===== src/hdl/i2cfb_pkg.sv =====
// ----------------------------------------------------------------------------
// i2cfb_pkg
// Shared types and constants for the I2C slave frame buffer: item field
// widths, host action codes, bus status codes and the result flag group.
// ----------------------------------------------------------------------------
package i2cfb_pkg;

  // Item field widths
  localparam int ACTION_W   = 2;
  localparam int BYTE_W     = 8;
  localparam int HOST_IDX_W = 6;

  // Stream data widths (input 30 bits used, output 20 bits used)
  localparam int S_TDATA_W = 32;
  localparam int M_TDATA_W = 24;

  // Header layout
  localparam int unsigned HDR_BYTES = 2;

  // Width used for the frame end compare (pointer and length plus header)
  localparam int CMP_W = 10;

  // What an input item asks for
  typedef enum logic [ACTION_W-1:0] {
    ACT_BUS_EVENT  = 2'd0,
    ACT_HOST_WRITE = 2'd1,
    ACT_HOST_READ  = 2'd2,
    ACT_CLEAR_DONE = 2'd3
  } action_t;

  // Bus status decoding
  localparam logic [BYTE_W-1:0] ST_MASK     = 8'hF8;
  localparam logic [BYTE_W-1:0] ST_TX_ADDR  = 8'hA8;  // own address, read
  localparam logic [BYTE_W-1:0] ST_TX_ARB   = 8'hB0;  // arbitration lost, read
  localparam logic [BYTE_W-1:0] ST_TX_DATA  = 8'hB8;  // byte sent, ACK seen
  localparam logic [BYTE_W-1:0] ST_TX_NACK  = 8'hC0;  // byte sent, NACK seen
  localparam logic [BYTE_W-1:0] ST_RX_ADDR  = 8'h60;  // own address, write
  localparam logic [BYTE_W-1:0] ST_RX_ARB   = 8'h68;  // arbitration lost, write
  localparam logic [BYTE_W-1:0] ST_RX_DATA  = 8'h80;  // byte received

  // Per-item result flags from the control stage
  typedef struct packed {
    logic loaded;     // send byte taken from the store
    logic ack;        // ACK next
    logic done;       // done flag after the item
    logic recv;       // receiving flag after the item
    logic host_rd;    // host read of an in-range entry
  } res_flags_t;

endpackage


===== src/hdl/i2cfb_store.sv =====
// ----------------------------------------------------------------------------
// i2cfb_store
// Frame byte store: one write port and one read port with registered data.
// ----------------------------------------------------------------------------
module i2cfb_store
  import i2cfb_pkg::*;
#(
  parameter int DEPTH = 34,
  parameter int AW    = 6
) (
  input  logic              clk,
  input  logic              we,
  input  logic [AW-1:0]     waddr,
  input  logic [BYTE_W-1:0] wdata,
  input  logic              re,
  input  logic [AW-1:0]     raddr,
  output logic [BYTE_W-1:0] rdata
);

  logic [BYTE_W-1:0] mem [DEPTH];

  // Write and registered read
  always_ff @(posedge clk) begin
    if (we) begin
      mem[waddr] <= wdata;
    end
    if (re) begin
      rdata <= mem[raddr];
    end
  end

endmodule


===== src/hdl/i2cfb_ctrl.sv =====
// ----------------------------------------------------------------------------
// i2cfb_ctrl
// Status decoder and frame state: byte pointer, receiving and done flags and
// a copy of the length byte. Gives one read and at most one write per item.
// ----------------------------------------------------------------------------
module i2cfb_ctrl
  import i2cfb_pkg::*;
#(
  parameter int BUFFER_SIZE = 32,
  parameter int DEPTH       = BUFFER_SIZE + 2,
  parameter int AW          = $clog2(DEPTH),
  parameter int PTR_W       = $clog2(DEPTH + 1)
) (
  input  logic                  clk,
  input  logic                  rst,
  input  logic                  fire,
  input  action_t               action,
  input  logic [BYTE_W-1:0]     status,
  input  logic [BYTE_W-1:0]     bus_byte,
  input  logic [HOST_IDX_W-1:0] host_index,
  input  logic [BYTE_W-1:0]     host_data,
  output logic                  mem_we,
  output logic [AW-1:0]         mem_waddr,
  output logic [BYTE_W-1:0]     mem_wdata,
  output logic [AW-1:0]         mem_raddr,
  output res_flags_t            flags
);

  localparam logic [CMP_W-1:0] HDR_C   = CMP_W'(HDR_BYTES);
  localparam logic [CMP_W-1:0] END_C   = CMP_W'(BUFFER_SIZE + 2);
  localparam logic [31:0]      DEPTH_C = 32'(DEPTH);

  logic [PTR_W-1:0]  ptr, ptr_next;
  logic              recv, recv_next;
  logic              done, done_next;
  logic [BYTE_W-1:0] len, len_next;

  logic [PTR_W-1:0]  ptr_inc;
  logic [BYTE_W-1:0] len_rx;
  logic              end_tx, end_rx;
  logic              idx_ok;
  logic [BYTE_W-1:0] st;

  // Frame end test on the advanced pointer
  function automatic logic frame_end(input logic [PTR_W-1:0] p, input logic [BYTE_W-1:0] l);
    logic [CMP_W-1:0] pw;
    pw = CMP_W'(p);
    return ((pw >= HDR_C) && (pw >= CMP_W'(l) + HDR_C)) || (pw >= END_C);
  endfunction

  assign st      = status & ST_MASK;
  assign ptr_inc = ptr + PTR_W'(1);
  // a received byte at position 1 is the new length
  assign len_rx  = (ptr == PTR_W'(1)) ? bus_byte : len;
  assign end_tx  = frame_end(ptr_inc, len);
  assign end_rx  = frame_end(ptr_inc, len_rx);
  assign idx_ok  = {{(32-HOST_IDX_W){1'b0}}, host_index} < DEPTH_C;

  // Decode one item
  always_comb begin
    ptr_next  = ptr;
    recv_next = recv;
    done_next = done;
    len_next  = len;
    mem_we    = 1'b0;
    mem_waddr = '0;
    mem_wdata = host_data;
    mem_raddr = '0;
    flags     = '0;
    unique case (action)
      ACT_BUS_EVENT: begin
        unique case (st) inside
          ST_TX_ADDR, ST_TX_ARB: begin
            flags.loaded = 1'b1;
            flags.ack    = 1'b1;
            ptr_next     = PTR_W'(1);
          end
          ST_TX_DATA: begin
            mem_raddr    = ptr[AW-1:0];
            flags.loaded = 1'b1;
            flags.ack    = 1'b1;
            ptr_next     = end_tx ? '0 : ptr_inc;
          end
          ST_TX_NACK: begin
            flags.ack = 1'b1;
            ptr_next  = '0;
          end
          ST_RX_ADDR, ST_RX_ARB: begin
            recv_next = 1'b1;
            len_next  = '0;
            mem_we    = 1'b1;
            mem_waddr = AW'(1);
            mem_wdata = '0;
            ptr_next  = '0;
            flags.ack = 1'b1;
          end
          ST_RX_DATA: begin
            mem_we    = 1'b1;
            mem_waddr = ptr[AW-1:0];
            mem_wdata = bus_byte;
            len_next  = len_rx;
            if (end_rx) begin
              recv_next = 1'b0;
              done_next = 1'b1;
              ptr_next  = '0;
            end else begin
              flags.ack = 1'b1;
              ptr_next  = ptr_inc;
            end
          end
          default: begin
            // stop or unexpected status ends reception
            if (!done) begin
              if (recv) begin
                recv_next = 1'b0;
                done_next = 1'b1;
              end else begin
                flags.ack = 1'b1;
              end
              ptr_next = '0;
            end
          end
        endcase
      end
      ACT_HOST_WRITE: begin
        mem_we    = idx_ok;
        mem_waddr = AW'(host_index);
        if (host_index == HOST_IDX_W'(1)) begin
          len_next = host_data;
        end
      end
      ACT_HOST_READ: begin
        mem_raddr     = AW'(host_index);
        flags.host_rd = idx_ok;
      end
      ACT_CLEAR_DONE: begin
        done_next = 1'b0;
      end
      default: begin
        done_next = done;
      end
    endcase
    flags.done = done_next;
    flags.recv = recv_next;
    if (!fire) begin
      mem_we = 1'b0;
    end
  end

  // Frame state
  always_ff @(posedge clk) begin
    if (rst) begin
      ptr  <= '0;
      recv <= 1'b0;
      done <= 1'b0;
    end else if (fire) begin
      ptr  <= ptr_next;
      recv <= recv_next;
      done <= done_next;
    end
  end

  // Length copy, meaningful once byte 1 has been written
  always_ff @(posedge clk) begin
    if (fire) begin
      len <= len_next;
    end
  end

endmodule


===== src/hdl/i2c_slave_frame_buffer_core.sv =====
// ----------------------------------------------------------------------------
// i2c_slave_frame_buffer_core
// I2C slave frame buffer: decodes bus status events and host accesses into
// one result item each.
//
//   Channel | Dir | tdata fields (low bit up)                      | tuser
//   s_      | in  | status, bus_byte, host_index, host_data        | action
//   m_      | out | send_byte, send_loaded, acknowledge,           | -
//           |     | frame_done, host_read_data, receiving_now      |
//
// One item is accepted per cycle while the middle stage can move on.
// Accepting updates the frame state and reads the store into that stage,
// which fills the output register. A result waiting on m_tready leaves
// room for one more item there. Reset clears the pointer, the flags and
// both valid bits; the store has no reset and needs no clearing pass.
// ----------------------------------------------------------------------------
module i2c_slave_frame_buffer_core
  import i2cfb_pkg::*;
#(
  parameter int BUFFER_SIZE = 32
) (
  input  logic                 clk,
  input  logic                 rst,
  input  logic                 s_tvalid,
  output logic                 s_tready,
  input  logic [S_TDATA_W-1:0] s_tdata,   // status, bus_byte, host_index, host_data
  input  logic [ACTION_W-1:0]  s_tuser,   // action
  output logic                 m_tvalid,
  input  logic                 m_tready,
  output logic [M_TDATA_W-1:0] m_tdata    // send_byte, send_loaded, acknowledge,
                                          // frame_done, host_read_data, receiving_now
);

  localparam int DEPTH = BUFFER_SIZE + 2;
  localparam int AW    = $clog2(DEPTH);
  localparam int PTR_W = $clog2(DEPTH + 1);

  logic                  fire;
  logic                  mid_adv;
  logic                  mid_valid;
  res_flags_t            flags, mid_flags;
  logic                  mem_we;
  logic [AW-1:0]         mem_waddr, mem_raddr;
  logic [BYTE_W-1:0]     mem_wdata, rd_data;
  logic [BYTE_W-1:0]     send_byte, host_read_data;
  logic [M_TDATA_W-1:0]  out_next;

  // Handshake
  assign mid_adv  = mid_valid && (!m_tvalid || m_tready);
  assign s_tready = !mid_valid || mid_adv;
  assign fire     = s_tvalid && s_tready;

  i2cfb_ctrl #(
    .BUFFER_SIZE (BUFFER_SIZE),
    .DEPTH       (DEPTH),
    .AW          (AW),
    .PTR_W       (PTR_W)
  ) u_ctrl (
    .clk        (clk),
    .rst        (rst),
    .fire       (fire),
    .action     (action_t'(s_tuser)),
    .status     (s_tdata[7:0]),
    .bus_byte   (s_tdata[15:8]),
    .host_index (s_tdata[21:16]),
    .host_data  (s_tdata[29:22]),
    .mem_we     (mem_we),
    .mem_waddr  (mem_waddr),
    .mem_wdata  (mem_wdata),
    .mem_raddr  (mem_raddr),
    .flags      (flags)
  );

  i2cfb_store #(
    .DEPTH (DEPTH),
    .AW    (AW)
  ) u_store (
    .clk   (clk),
    .we    (mem_we),
    .waddr (mem_waddr),
    .wdata (mem_wdata),
    .re    (fire),
    .raddr (mem_raddr),
    .rdata (rd_data)
  );

  // Middle stage: flags wait here with the store read data
  always_ff @(posedge clk) begin
    if (rst) begin
      mid_valid <= 1'b0;
    end else if (fire) begin
      mid_valid <= 1'b1;
    end else if (mid_adv) begin
      mid_valid <= 1'b0;
    end
  end

  always_ff @(posedge clk) begin
    if (fire) begin
      mid_flags <= flags;
    end
  end

  // Result packing
  assign send_byte      = mid_flags.loaded  ? rd_data : '0;
  assign host_read_data = mid_flags.host_rd ? rd_data : '0;
  assign out_next = {4'b0, mid_flags.recv, host_read_data, mid_flags.done,
                     mid_flags.ack, mid_flags.loaded, send_byte};

  // Output register
  always_ff @(posedge clk) begin
    if (rst) begin
      m_tvalid <= 1'b0;
    end else if (mid_adv) begin
      m_tvalid <= 1'b1;
    end else if (m_tready) begin
      m_tvalid <= 1'b0;
    end
  end

  always_ff @(posedge clk) begin
    if (mid_adv) begin
      m_tdata <= out_next;
    end
  end

endmodule


===== config.mk =====
export PLATFORM = sky130hd
export DESIGN_NAME = i2c_slave_frame_buffer_core
export DESIGN_NICKNAME = d
export VERILOG_FILES = /design/src/hdl/i2cfb_pkg.sv /design/src/hdl/i2cfb_store.sv /design/src/hdl/i2cfb_ctrl.sv /design/src/hdl/i2c_slave_frame_buffer_core.sv
export SDC_FILE = /design/constraint.sdc
export NUM_CORES = 1
export LEC_CHECK = 0
export ABC_CLOCK_PERIOD_IN_PS = 4700
export BUFFER_PORTS_ARGS = -buffer_cell sky130_fd_sc_hd__buf_4
export CELL_PAD_IN_SITES_DETAIL_PLACEMENT = 0
export CELL_PAD_IN_SITES_GLOBAL_PLACEMENT = 1
export CORE_ASPECT_RATIO = 0.6
export CORE_MARGIN = 4
export CORE_UTILIZATION = 40
export CTS_CLUSTER_SIZE = 16
export DETAILED_ROUTE_END_ITERATION = 6
export PLACE_DENSITY_LB_ADDON = 0.3
export SLEW_MARGIN = 5
export SYNTH_ARGS = -nofsm -noshare
export SYNTH_HDL_FRONTEND = slang
export SYNTH_HIERARCHICAL = 1
export SYNTH_SLANG_ARGS = --single-unit

===== constraint.sdc =====
create_clock -name clk -period 4.7 [get_ports clk]
set_input_delay 0 -clock clk [delete_from_list [all_inputs] [get_ports clk]]
set_output_delay 0 -clock clk [all_outputs]
set_load 0.02 [all_outputs]

# [Yosys cells after proc, flatten, opt, wreduce, memory -nomap -nowiden]
# Memories as Yosys holds them, arrays and structs flattened. A register that Yosys moved wholly into a read port is not among the register bits.
# Index checks and enable logic that the tools add are counted.
[word_totals] out_inout_bits=26 reg_bits=43 in_bits=38 elab_cells=98 n_memories=1 mem_bits_rw=272
[mem_list] memory="u_store.mem" depth=34 width=8 rd=1 rd_ports_with_merged_regs=1 write_ports=1 line="i2cfb_store.sv:20" rtl="logic [BYTE_W-1:0] mem [DEPTH];"
[op_classes] n_reduce_logical=23 eq_ne=15 magnitude_cmp=5 n_mux=37 n_addsub=3
[op_table] cell="8-bit case mux with 2 select lines" count=3
[op_table] cell="6-bit case mux with 2 select lines" count=3
[op_table] cell="5-bit equality test, second input constant" count=5
[op_table] cell="6-bit two-way mux" count=4
[op_table] cell="8-bit two-way mux" count=3
[op_table] cell="6-bit case mux with 4 select lines" count=1
[op_table] cell="6-bit by 10-bit >= comparator with 1-bit output" count=2
[op_table] cell="8-bit by 2-bit adder with 9-bit output, second input constant" count=2
[op_table] cell="1-bit two-way mux" count=18
[op_table] cell="6-bit by 1-bit equality test with 1-bit output, second input constant" count=2
[op_table] cell="5-bit by 4-bit equality test with 1-bit output, second input constant" count=2
[op_table] cell="3-bit OR reduction" count=3
[op_table] cell="1-bit case mux with 2 select lines" count=4
[op_table] cell="6-bit by 1-bit adder with 6-bit output, second input constant" count=1
[op_table] cell="6-bit by 2-bit >= comparator with 1-bit output, second input constant" count=1
[op_table] cell="6-bit >= comparator, second input constant" count=1
[op_table] cell="6-bit < comparator, second input constant" count=1
[op_table] cell="2-bit nonzero test" count=3
[op_table] cell="6-bit OR reduction" count=1
[op_table] cell="5-bit inequality test, second input constant" count=1
[op_table] cell="2-bit equality test, second input constant" count=2
[op_table] cell="1-bit logical AND" count=4
[op_table] cell="1-bit logical OR" count=4
[op_table] cell="4-bit AND reduction" count=1
[op_table] cell="9 further kinds" count=11

# [Longest topological paths before layout]
# Gate-level depths: netlist of run 1.
[depth] ltp_word=9 mapped_depth=16 mapped_depth_nobuf=15

# [Modules after synthesis]
# Netlist of run 1, hierarchy kept.
[modules_own_cells] module="i2cfb_store" seq_area_each_um2=8408.1 area_per_inst_um2=11193.2 n_inst=1 cells_each=612
[modules_own_cells] module="i2cfb_ctrl" seq_area_each_um2=400.4 area_per_inst_um2=1946.9 n_inst=1 cells_each=236
[modules_own_cells] module="i2c_slave_frame_buffer_core" seq_area_each_um2=790.8 area_per_inst_um2=988.4 n_inst=1 cells_each=56

# [Worst setup path after synthesis of run 1]
# OpenSTA, ideal clock, no wires.
[synth_path] path_kind="register to register" startpoint="reg u_ctrl.ptr[0]" endpoint="reg mid_flags[1] in the netlist's numbering (data pin)" t_arrival_ns=3.768 path_stages_with_launch=15 path_slack_ns=0.681 synth_period_minus_slack_ns=4.019 required_ns=4.449 setup_ns=0.251 path_buffers=1 cell_sequence="dfxtp_1 > ha_1 > or4b_4 > nor2_4 > mux2_2 > ha_1 > and3_2 > a21oi_1 > xnor2_1 > ha_1 > a21oi_1 > o41ai_4 > o21ai_2 > o32a_1 > buf_4"
[synth_between] elab_chain_cells=9 word_cells_on_any_way=12 cone_classes="add/sub: 2; order compare: 3; eq/ne: 1; mux: 4; reduce/logical: 2"
[synth_rtl] item="start: declaration" line="i2cfb_ctrl.sv:33" rtl="logic [PTR_W-1:0] ptr, ptr_next;"
[synth_rtl] item="start signal: assignment" line="i2cfb_ctrl.sv:157" rtl="ptr <= ptr_next;"
[synth_rtl] item="6-bit by 1-bit equality test with 1-bit output" line="i2cfb_ctrl.sv:54" rtl="assign len_rx = (ptr == PTR_W'(1)) ? bus_byte : len;"
[synth_rtl] item="8-bit two-way mux" line="i2cfb_ctrl.sv:54"
[synth_rtl] item="8-bit by 2-bit adder with 9-bit output" line="i2cfb_ctrl.sv:48" rtl="return ((pw >= HDR_C) && (pw >= CMP_W'(l) + HDR_C)) || (pw >= END_C);"
[synth_rtl] item="6-bit by 10-bit >= comparator with 1-bit output" line="i2cfb_ctrl.sv:48"
[synth_rtl] item="1-bit logical AND" line="i2cfb_ctrl.sv:48"
[synth_rtl] item="1-bit logical OR (*)" line="i2cfb_ctrl.sv:48"
[synth_rtl] item="1-bit two-way mux (*)" line="i2cfb_ctrl.sv:102" rtl="if (end_rx) begin"
[synth_rtl] item="1-bit case mux with 3 select lines (*)" line="i2cfb_ctrl.sv:72" rtl="unique case (st) inside"
[synth_rtl] item="1-bit two-way mux (*)" line="i2cfb_ctrl.sv:70" rtl="unique case (action)"
[synth_rtl] item="via u_ctrl.recv_next" line="i2cfb_ctrl.sv:34" rtl="logic recv, recv_next;"
[synth_rtl] item="end signal: assignment" line="i2c_slave_frame_buffer_core.sv:100" rtl="mid_flags <= flags;"
[synth_rtl] item="end: declaration" line="i2c_slave_frame_buffer_core.sv:41" rtl="res_flags_t flags, mid_flags;"
# The timed path passes the listed nets; every way through them passes the cells marked *.
# A chain may end at the register's enable or synchronous reset.

==> summary by stage, run 1 <==
Routing
The overall via count from detail_route is 8,078. The first TritonRoute pass finished after 5 iterations. Dividing the detail-routed via count by the number of cells gives 5.48. For this run, design rule violations remaining after detail routing come to 0. The antenna violation net count after detailed routing is 0. The final layout contains routed wiring with a total length of 33,700 um. The routed design uses 12,800 um of met2 wire. Routed signal wires occupy layers up through met5. The violation count after the first detailed-routing iteration is 705.

Dividing the detail-routed wire length by the instance count gives 22.9 um. The detailed router put a total of 17,700 um of wire on met1. After detailed routing, the met3 layer carries 2700 um of wire.

Synth
The mean post-synth cell area is 15.6 um^2. Sorting the synthesized cells by area gives the leading types as edfxtp_1 (67%), mux2i_1 (9.4%), a22o_1 (2.1%). After synthesis, the share of flip-flops with an asynchronous set or reset is 0%. The synthesized netlist devotes 10.0% of its cell area to compound gates.

After Yosys synthesis, full adders, half adders and majority gates account for 1.68% of the synthesized area. edfxtp_1 takes more of the synthesized area than any other cell. By area, the combinational part of the netlist is dominated by multiplexers. Counting flops with a built-in enable in the synthesized netlist gives 313. The xor and xnor area share after synthesis is 0.744%. The sequential element share of the synthesized area is 67.9%. In the synthesized netlist, mux cells make up 10.4% of the area.

The number of library cell types mapped by synthesis is 68. After synthesis the cells add up to 0.0141 mm^2. After Yosys synthesis, and, or, nand and nor cells account for 6.17% of the synthesized area. The number of instances in the synthesized netlist is 904.

The share of Yosys cell area claimed by the top area cell type is 66.5%. Among all flip-flop cells after synthesis, the most frequent one is edfxtp_1. The warning count from the yosys run is 6. The synthesized flop and latch total is 323.

Pwr
The peak supply drop is 245 uV. The sum of internal, switching and leakage power is 6000 uW. For this design the ratio of total power to cell area is 370 mW/mm^2. The static leakage power is 0.00532 uW.

Floorplanning
The starting utilization of the core area is 41.2%. The die width is 251 um. The I/O pin count is 64. The core region is 0.0343 mm^2. The die covers 0.0385 mm^2. The site row count is 52. The overall die height is 154 um.

GRT
Entering global routing, the biggest net connects 43 pins. The number of global-route vias before repair was 7,649. The sum of overflow across all layers after global routing is 0.

Across every metal layer, demand over resource in global routing totals 17.2%. The number of antenna violations at the first check in global routing came to 1. The first global-routing pass estimated 50,500 um of wire.

Critical path
In this run the worst path has a maximum fanout of 9. The worst setup path is captured at a register. The worst setup path is launched from a register. The critical-path cell with the highest stage delay is or4b_4.

By startpoint and endpoint, the worst setup path is classified as register to register. By instance count, the cell type seen most on the critical path is ha_1. For this run, the slowest stage of the critical path takes 0.50 ns. For the worst setup path, the data required time is 5.02 ns.

Walking the worst path, the cells encountered are inv_1 > ha_1 > or4b_4 > nor2_4 > mux2_2 > ha_1 > xor2_1 > ha_1 > o21a_1 > o21ai_0 > o21bai_1 > a21oi_1 > o41ai_4 > o21ai_2 > o32a_1. The arrival time of the worst setup path is 4.56 ns. For the worst flop-to-flop path, the logic depth is 15.

Timing
The minimum clock period after layout is 4.24 ns. Setup violations remaining at the end of the flow were counted as 0. Setup repair after global routing left no endpoint under its margin.

Dividing the final minimum period by the clock period gives 90.2%. For this run, the top clock speed supported by timing is 236 MHz. Measured against its own limit, the worst slew margin works out to 25.0%. Between clock sinks in the finished design, the worst skew comes to 0.0256 ns. The number of hold violations in the final report is 0. The sum of negative setup slack is 0 ns. The final number of max-transition violations is 0. At the pin with the least slew margin, the transition time is 1.12 ns.

Worst hold path
The tightest min-delay check is of the primary input to register type. The worst hold path depth is 3.

Layout
The area growth from synthesis to layout is 14.7%. After filler insertion, the fill cell instance count of the layout stands at 2,930. The library cells used most frequently in the layout, excluding fill and tap cells, are edfxtp_1 (313), mux2i_1 (132), buf_4 (76). The number of antenna diodes in the final layout is 0.

The share of post-route cells with drive strength above 1 is 18.2%. The count of nets after finishing is 1,049. The most frequent standard cell in the layout excluding fill and tap cells is edfxtp_1.

CTS
Buffers added to address setup during post-CTS repair amount to 0. The CTS buffer count is 29. The CTS tree is yes. The post-cts repair resize count is 0. In this run the deepest clock path goes through 3 buffers.

In this run the number of H-tree levels came out at 1. Clock-pin slew was measured on the worst setup and hold paths at 0.07 ns. The later pin in the worst-skew pair is clocked with a latency of 0.57 ns. The root buffer selected by CTS is clkbuf_16. Clock tree synthesis found a total of 323 sinks.

Flow run
The max capacitance violation total is 0.

Place
Once detailed placement completed, the half-perimeter wirelength came to 22,500 um. The routability congestion estimate from global placement is 0.853. Buffers placed on the I/O ports in this run total 54.

Status
The flow ran to the end, and the final reports show no timing, DRC or antenna violations.
flip-flops by register name (all words and copies together) (netlist names):
| register | flops |
|---|---|
| u_ctrl/ptr | 6 |
| mid_valid | 1 |
| m_tvalid | 1 |
| u_ctrl/len | 8 |
| u_store/mem | 272 |
| u_ctrl/done | 1 |
| m_tdata | 20 |
| u_ctrl/recv | 1 |
| u_store/rdata | 8 |
| mid_flags | 5 |
critical path: cells and delay by family (launching register included):
family,cells,cell delay (ns)
fa+ha+maj,3,0.70
xor+xnor,1,0.18
compound gates,7,1.45
flops,1,0.37
simple gates,2,0.79
mux,1,0.40
buf+inv,1,0.08
cell type report:
type	instances	area [um^2]	share of cell area, %
flip-flops and latches	323	9600	59.3
multi-input cells	521	4140	25.6
repair buffers	101	861	5.31
clock buffers	33	741	4.57
well taps	459	574	3.54
clock inverters	21	225	1.39
inverters	16	60.1	0.371
cell families (layout without fill, tap and decap cells):
logic type                 after synthesis  count (layout)
other                                    1               4
AOI/OAI and AO/OA                      174             174
and+or+nand+nor                        167             167
muxes                                  145             145
DFF                                    323             323
buffers and inverters                   63             171
xor gates and xnor gates                12              12
adders and majority gates               19              19
power breakdown:
| group | switching (uW) | leakage, uW | internal [uW] | total (uW) |
|---|---|---|---|---|
| registers | 11.7 | 0.00292 | 3190 | 3200 |
| clock network | 1060 | 0.000462 | 1360 | 2420 |
| logic | 236 | 0.00193 | 142 | 377 |
| total | 1300 | 0.00532 | 4690 | 6000 |
final timing paths:
kind | slack [ns] | start | end
hold / removal | 0.05 | s_tdata[11] | u_ctrl/len[3]
setup reg to reg | 0.46 | u_ctrl/ptr[1] | mid_flags[1]
hold reg to reg | 0.44 | mid_flags[3] | m_tdata[9]
setup / recovery | 0.46 | u_ctrl/ptr[1] | mid_flags[1]
metal layers:
metal	up-vias	track usage [%]
li1	3713	-
met5	-	2.48
met4	4	2.56
met3	36	4.90
met1	4071	28.9
met2	254	21.7
synthesized netlist by cell type (all sizes together) (3+ instances only):
cell type,n
nor3,7
edfxtp,313
nand3b,5
o41ai,9
mux2,12
nand2b,11
o22ai,9
o21ai,20
nor2,45
mux2i,133
ha,19
a21o,4
or3,3
nand2,40
nor2b,4
o21a,3
a22o,36
nand3,13
xnor2,7
dfxtp,10
clkbuf,11
and2,24
inv,16
a221oi,19
xor2,5
a22oi,32
and3,3
a21oi,30
buf,36
repair_timing:
action / 4_1_cts / 5_1_grt
setup endpoints to repair: 0 / 0
hold buffers: 21 / 0
endpoints found under the hold margin: 36 / 0
metrics by stage:
step	hold WS, ns	util, %	setup WS, ns	cells	area [um^2]
3_3_place_gp	0.257	43.8	0.539	1399	15000
5_1_grt	0.0242	47.2	0.309	1474	16200
6_report	0.0496	47.2	0.460	1474	16200
4_1_cts	0.00326	47.2	0.516	1474	16200
2_1_floorplan	0.0624	-	0.681	907	14100
3_5_place_dp	0.256	43.8	0.556	1399	15000
(Power assumes the default switching activity.)
==> run 2: changes to the inputs <==
- CTS_BUF_LIST: default -> sky130_fd_sc_hd__clkbuf_8
- TNS_END_PERCENT: default -> 20
==> run 2 against run 1 <==
  * Maximum frequency shrank 0.15%
  * Sequential share of layout area up 0.31 points
  * Routed wire length grew 0.64%
  * Worst hold slack better by 0.0019 ns
==> summary by stage, run 2 (synthesis gave the netlist of run 1 again) <==
Timing
The maximum achievable frequency was 236 MHz (about the same). The final number of max-transition violations is 0 (unchanged). The worst slew margin relative to its limit came to 22.3% (was 25.0%). The sum of negative setup slack was 0 ns (unchanged).

The final period utilization came to 90.3% (was 90.2%). The final setup skew is 0.0283 ns (was 0.0256 ns). The slew of the pin with the lowest slew margin was 1.17 ns (was 1.12 ns).

The number of hold violations in the final report was 0 (unchanged). The minimum clock period after layout is 4.25 ns (was 4.24 ns). Unrepaired setup endpoints after global routing: no (unchanged).

The setup violation total in the final timing report is 0 (unchanged).

Critical path
The arrival time of the worst setup path is 4.56 ns (about the same). The endpoint of the lowest-slack register-to-register path is mid_flags[1] (unchanged). The category of the worst setup path capture point is a register (unchanged). The sort of element at the start of the critical path is a register (unchanged).

The internal reg-to-reg setup slack is 0.45 ns (was 0.46 ns). The maximum fanout count along the critical path was 9 (unchanged). The required time of the critical path is 5.01 ns (was 5.02 ns).

The category of the most critical setup path was register to register (unchanged). The critical-path cell with the highest stage delay is or4b_4 (unchanged). Critical path cell sequence: inv_1 > ha_1 > or4b_4 > nor2_4 > mux2_2 > ha_1 > xor2_1 > ha_1 > o21a_1 > o21ai_0 > o21bai_1 > a21oi_1 > o41ai_4 > o21ai_2 > o32a_1 (unchanged). The worst setup path startpoint is u_ctrl/ptr[1] (unchanged).

The cell type group with the largest total delay on the critical path is compound AO/OA/AOI/OAI gates (unchanged). The count of buffering cells on the critical path with inverters included is 1 (unchanged). The worst-case reg-to-reg path depth was 15 (unchanged). The cell type with the highest occurrence count on the critical path is ha_1 (unchanged).

The maximum single-stage delay on the critical path is 0.50 ns (about the same). The origin of the critical flop-to-flop path is u_ctrl/ptr[1] (unchanged).

Worst hold path
The worst hold path startpoint is s_tdata[4] (was s_tdata[11]). The type of the most critical hold path is primary input to register (unchanged). The worst hold path depth was 3 (unchanged).

The terminating pin of the worst hold path is mid_flags[4] (was u_ctrl/len[3]).

Pwr
The part of the power in the clock network is 37.2% (was 40.3%). The relative contribution of sequential cells to total power came to 56.2% (was 53.4%). The switching part of the total came to 22.5% (was 21.8%). The sum of internal, switching and leakage power was 5700 uW (was 6000 uW). The switching component of the power is 1280 uW (was 1300 uW). The static leakage power is 0.00539 uW (was 0.00532 uW). The power per unit of standard cell area is 354 mW/mm^2 (was 370 mW/mm^2). The combinational share of power came to 6.6% (was 6.3%). The peak supply drop was 310 uV (was 245 uV). The cell internal power dissipation is 4420 uW (was 4690 uW).

Routing
The overall via count from detail_route is 8,219 (was 8,078). The detailed-route DRC error count came to 0 (unchanged). The total wirelength of the detailed-routed design is 33,900 um (was 33,700 um). The average detailed-routed wire length per instance is 22.6 um (was 22.9 um). The number of detailed-route iterations in the first pass was 5 (unchanged). The antenna violation net count after detailed routing is 0 (unchanged).

The via density per instance is 5.47 (was 5.48). The violation count after the first detailed-routing iteration was 802 (was 705).

Layout
The share of post-route cells with drive strength above 1 came to 18.7% (was 18.2%). The finished layout cell area was 0.0161 mm^2 (was 0.0162 mm^2). The count of antenna diodes in the layout is 0 (unchanged).

The count of nets after finishing is 1,068 (was 1,049). The number of flip-flops in the largest register is 272 (unchanged). The area added between synthesis and finish was 14.1% (was 14.7%).

The utilization after layout is 47.0% (was 47.2%). The register ranked first by flip-flop count is u_store/mem (unchanged). Most used cells in the layout excluding fill and tap cells: edfxtp_1 (313), mux2i_1 (132), buf_4 (76) (unchanged). The final-layout fill cell count was 2,948 (was 2,930).

Registers with the most flip-flops: u_store/mem (272), m_tdata (20) (unchanged). The most frequent standard cell in the layout excluding fill and tap cells is edfxtp_1 (unchanged).

GRT
The global-route total usage across every layer is 17.4% (was 17.2%). The number of antenna violations at the first check in global routing is 1 (unchanged). The maximum number of pins on one net before global-route repair was 43 (unchanged). The wire length of the first global-routing pass came to 50,900 um (was 50,500 um). The number of global-route vias before repair is 7,806 (was 7,649). The sum of overflow across all layers after global routing is 0 (unchanged).

CTS
The post-CTS setup buffer count is 0 (unchanged). The CTS tree is yes (unchanged). The clock latency of the later-clocked register in the worst-skew pair is 0.58 ns (was 0.57 ns).

The root buffer selected by CTS is clkbuf_8 (was clkbuf_16). The register clock-pin slew on the reported worst setup and hold paths is 0.07 ns (about the same). The maximum count of clock buffers along a single path was 3 (unchanged). The count of H-tree levels built during CTS is 2 (was 1). The CTS buffer count came to 46 (was 29). The number of sinks on the clock net is 323 (unchanged).

Floorplanning
The die width is 251 um (unchanged). The I/O pin count is 64 (unchanged). The total die area is 0.0385 mm^2 (unchanged).

The core region area is 0.0343 mm^2 (unchanged). The starting utilization of the core area came to 41.2% (unchanged). The overall die height is 154 um (unchanged). The site row count is 52 (unchanged).

Place
The placed cell area is 0.0150 mm^2 (unchanged). The routability congestion estimate from global placement is 0.853 (unchanged). The HPWL after detailed placement is 22,500 um (unchanged). The count of input and output buffers is 54 (unchanged).

Status
Run status: finished, final reports clean (unchanged).

Flow run
The max capacitance violation total was 0 (unchanged).
==> run 2: changes by cell type in the layout (fill, tap and decap cells not counted), sizes merged <==
cell         change
dlygate4sd3      +2
clkinvlp         -3
bufinv           -2
clkbuf          +17
clkinv           -6
inv             +20
==> run 2: area by class of cell <==
type | count | area, um^2 | area share [%]
inverters | 16 | 60.1 | 0.373
well taps | 459 | 574 | 3.56
clock buffers | 50 | 688 | 4.27
clock inverters | 30 | 173 | 1.07
flip-flops and latches | 323 | 9600 | 59.6
repair buffers | 103 | 881 | 5.47
multi-input cells | 521 | 4140 | 25.7
==> run 2: worst reg2reg max path: stages, from the launching register on <==
cell,delay (ns)
dfxtp_1,0.37
inv_1,0.08
ha_1,0.17
or4b_4,0.50
nor2_4,0.29
mux2_2,0.41
ha_1,0.25
xor2_1,0.17
ha_1,0.28
o21a_1,0.11
o21ai_0,0.07
o21bai_1,0.19
a21oi_1,0.17
o41ai_4,0.47
o21ai_2,0.12
o32a_1,0.34
==> run 2: routing by layer <==
layer  share of wire, %  GRT usage, %
met1                 53          29.0
met2                 38          21.5
met3                8.1          5.79
met4                1.2          3.43
met5              0.038             0
==> run 2: through the flow <==
| stage | hold slack [ns] | setup WS (ns) | cells |
|---|---|---|---|
| 5_1_grt | 0.0495 | 0.291 | 1502 |
| 3_5_place_dp | 0.256 | 0.556 | 1399 |
| 2_1_floorplan | 0.0624 | 0.681 | 907 |
| 6_report | 0.0515 | 0.454 | 1502 |
| 4_1_cts | 0.0119 | 0.490 | 1502 |
| 3_3_place_gp | 0.257 | 0.539 | 1399 |
==> run 2: worst max-delay path by stage <==
stage                         endpoint  slack [ns]  cells past startpoint
after CTS                 mid_flags[1]        0.49                     15
final                     mid_flags[1]        0.45                     15
after global placement    mid_flags[1]        0.54                     15
after detailed placement  mid_flags[1]        0.56                     15
after global routing      mid_flags[1]        0.29                     15
after floorplan           mid_flags[1]        0.68                     14
==> run 2: power groups by stage <==
| stage | registers [uW] | logic [uW] | clock network, uW |
|---|---|---|---|
| after floorplan | 3270 | 208 | 0 |
| after global placement | 3260 | 359 | 0 |
| after detailed placement | 3260 | 360 | 0 |
| after CTS | 3200 | 376 | 2190 |
| after global routing | 3200 | 406 | 2330 |
| final | 3200 | 378 | 2120 |
==> run 2: repair_timing <==
item                                   CTS  global route
resized for setup                        0             0
hold buffers                            23             0
endpoints found under the hold margin   36             0
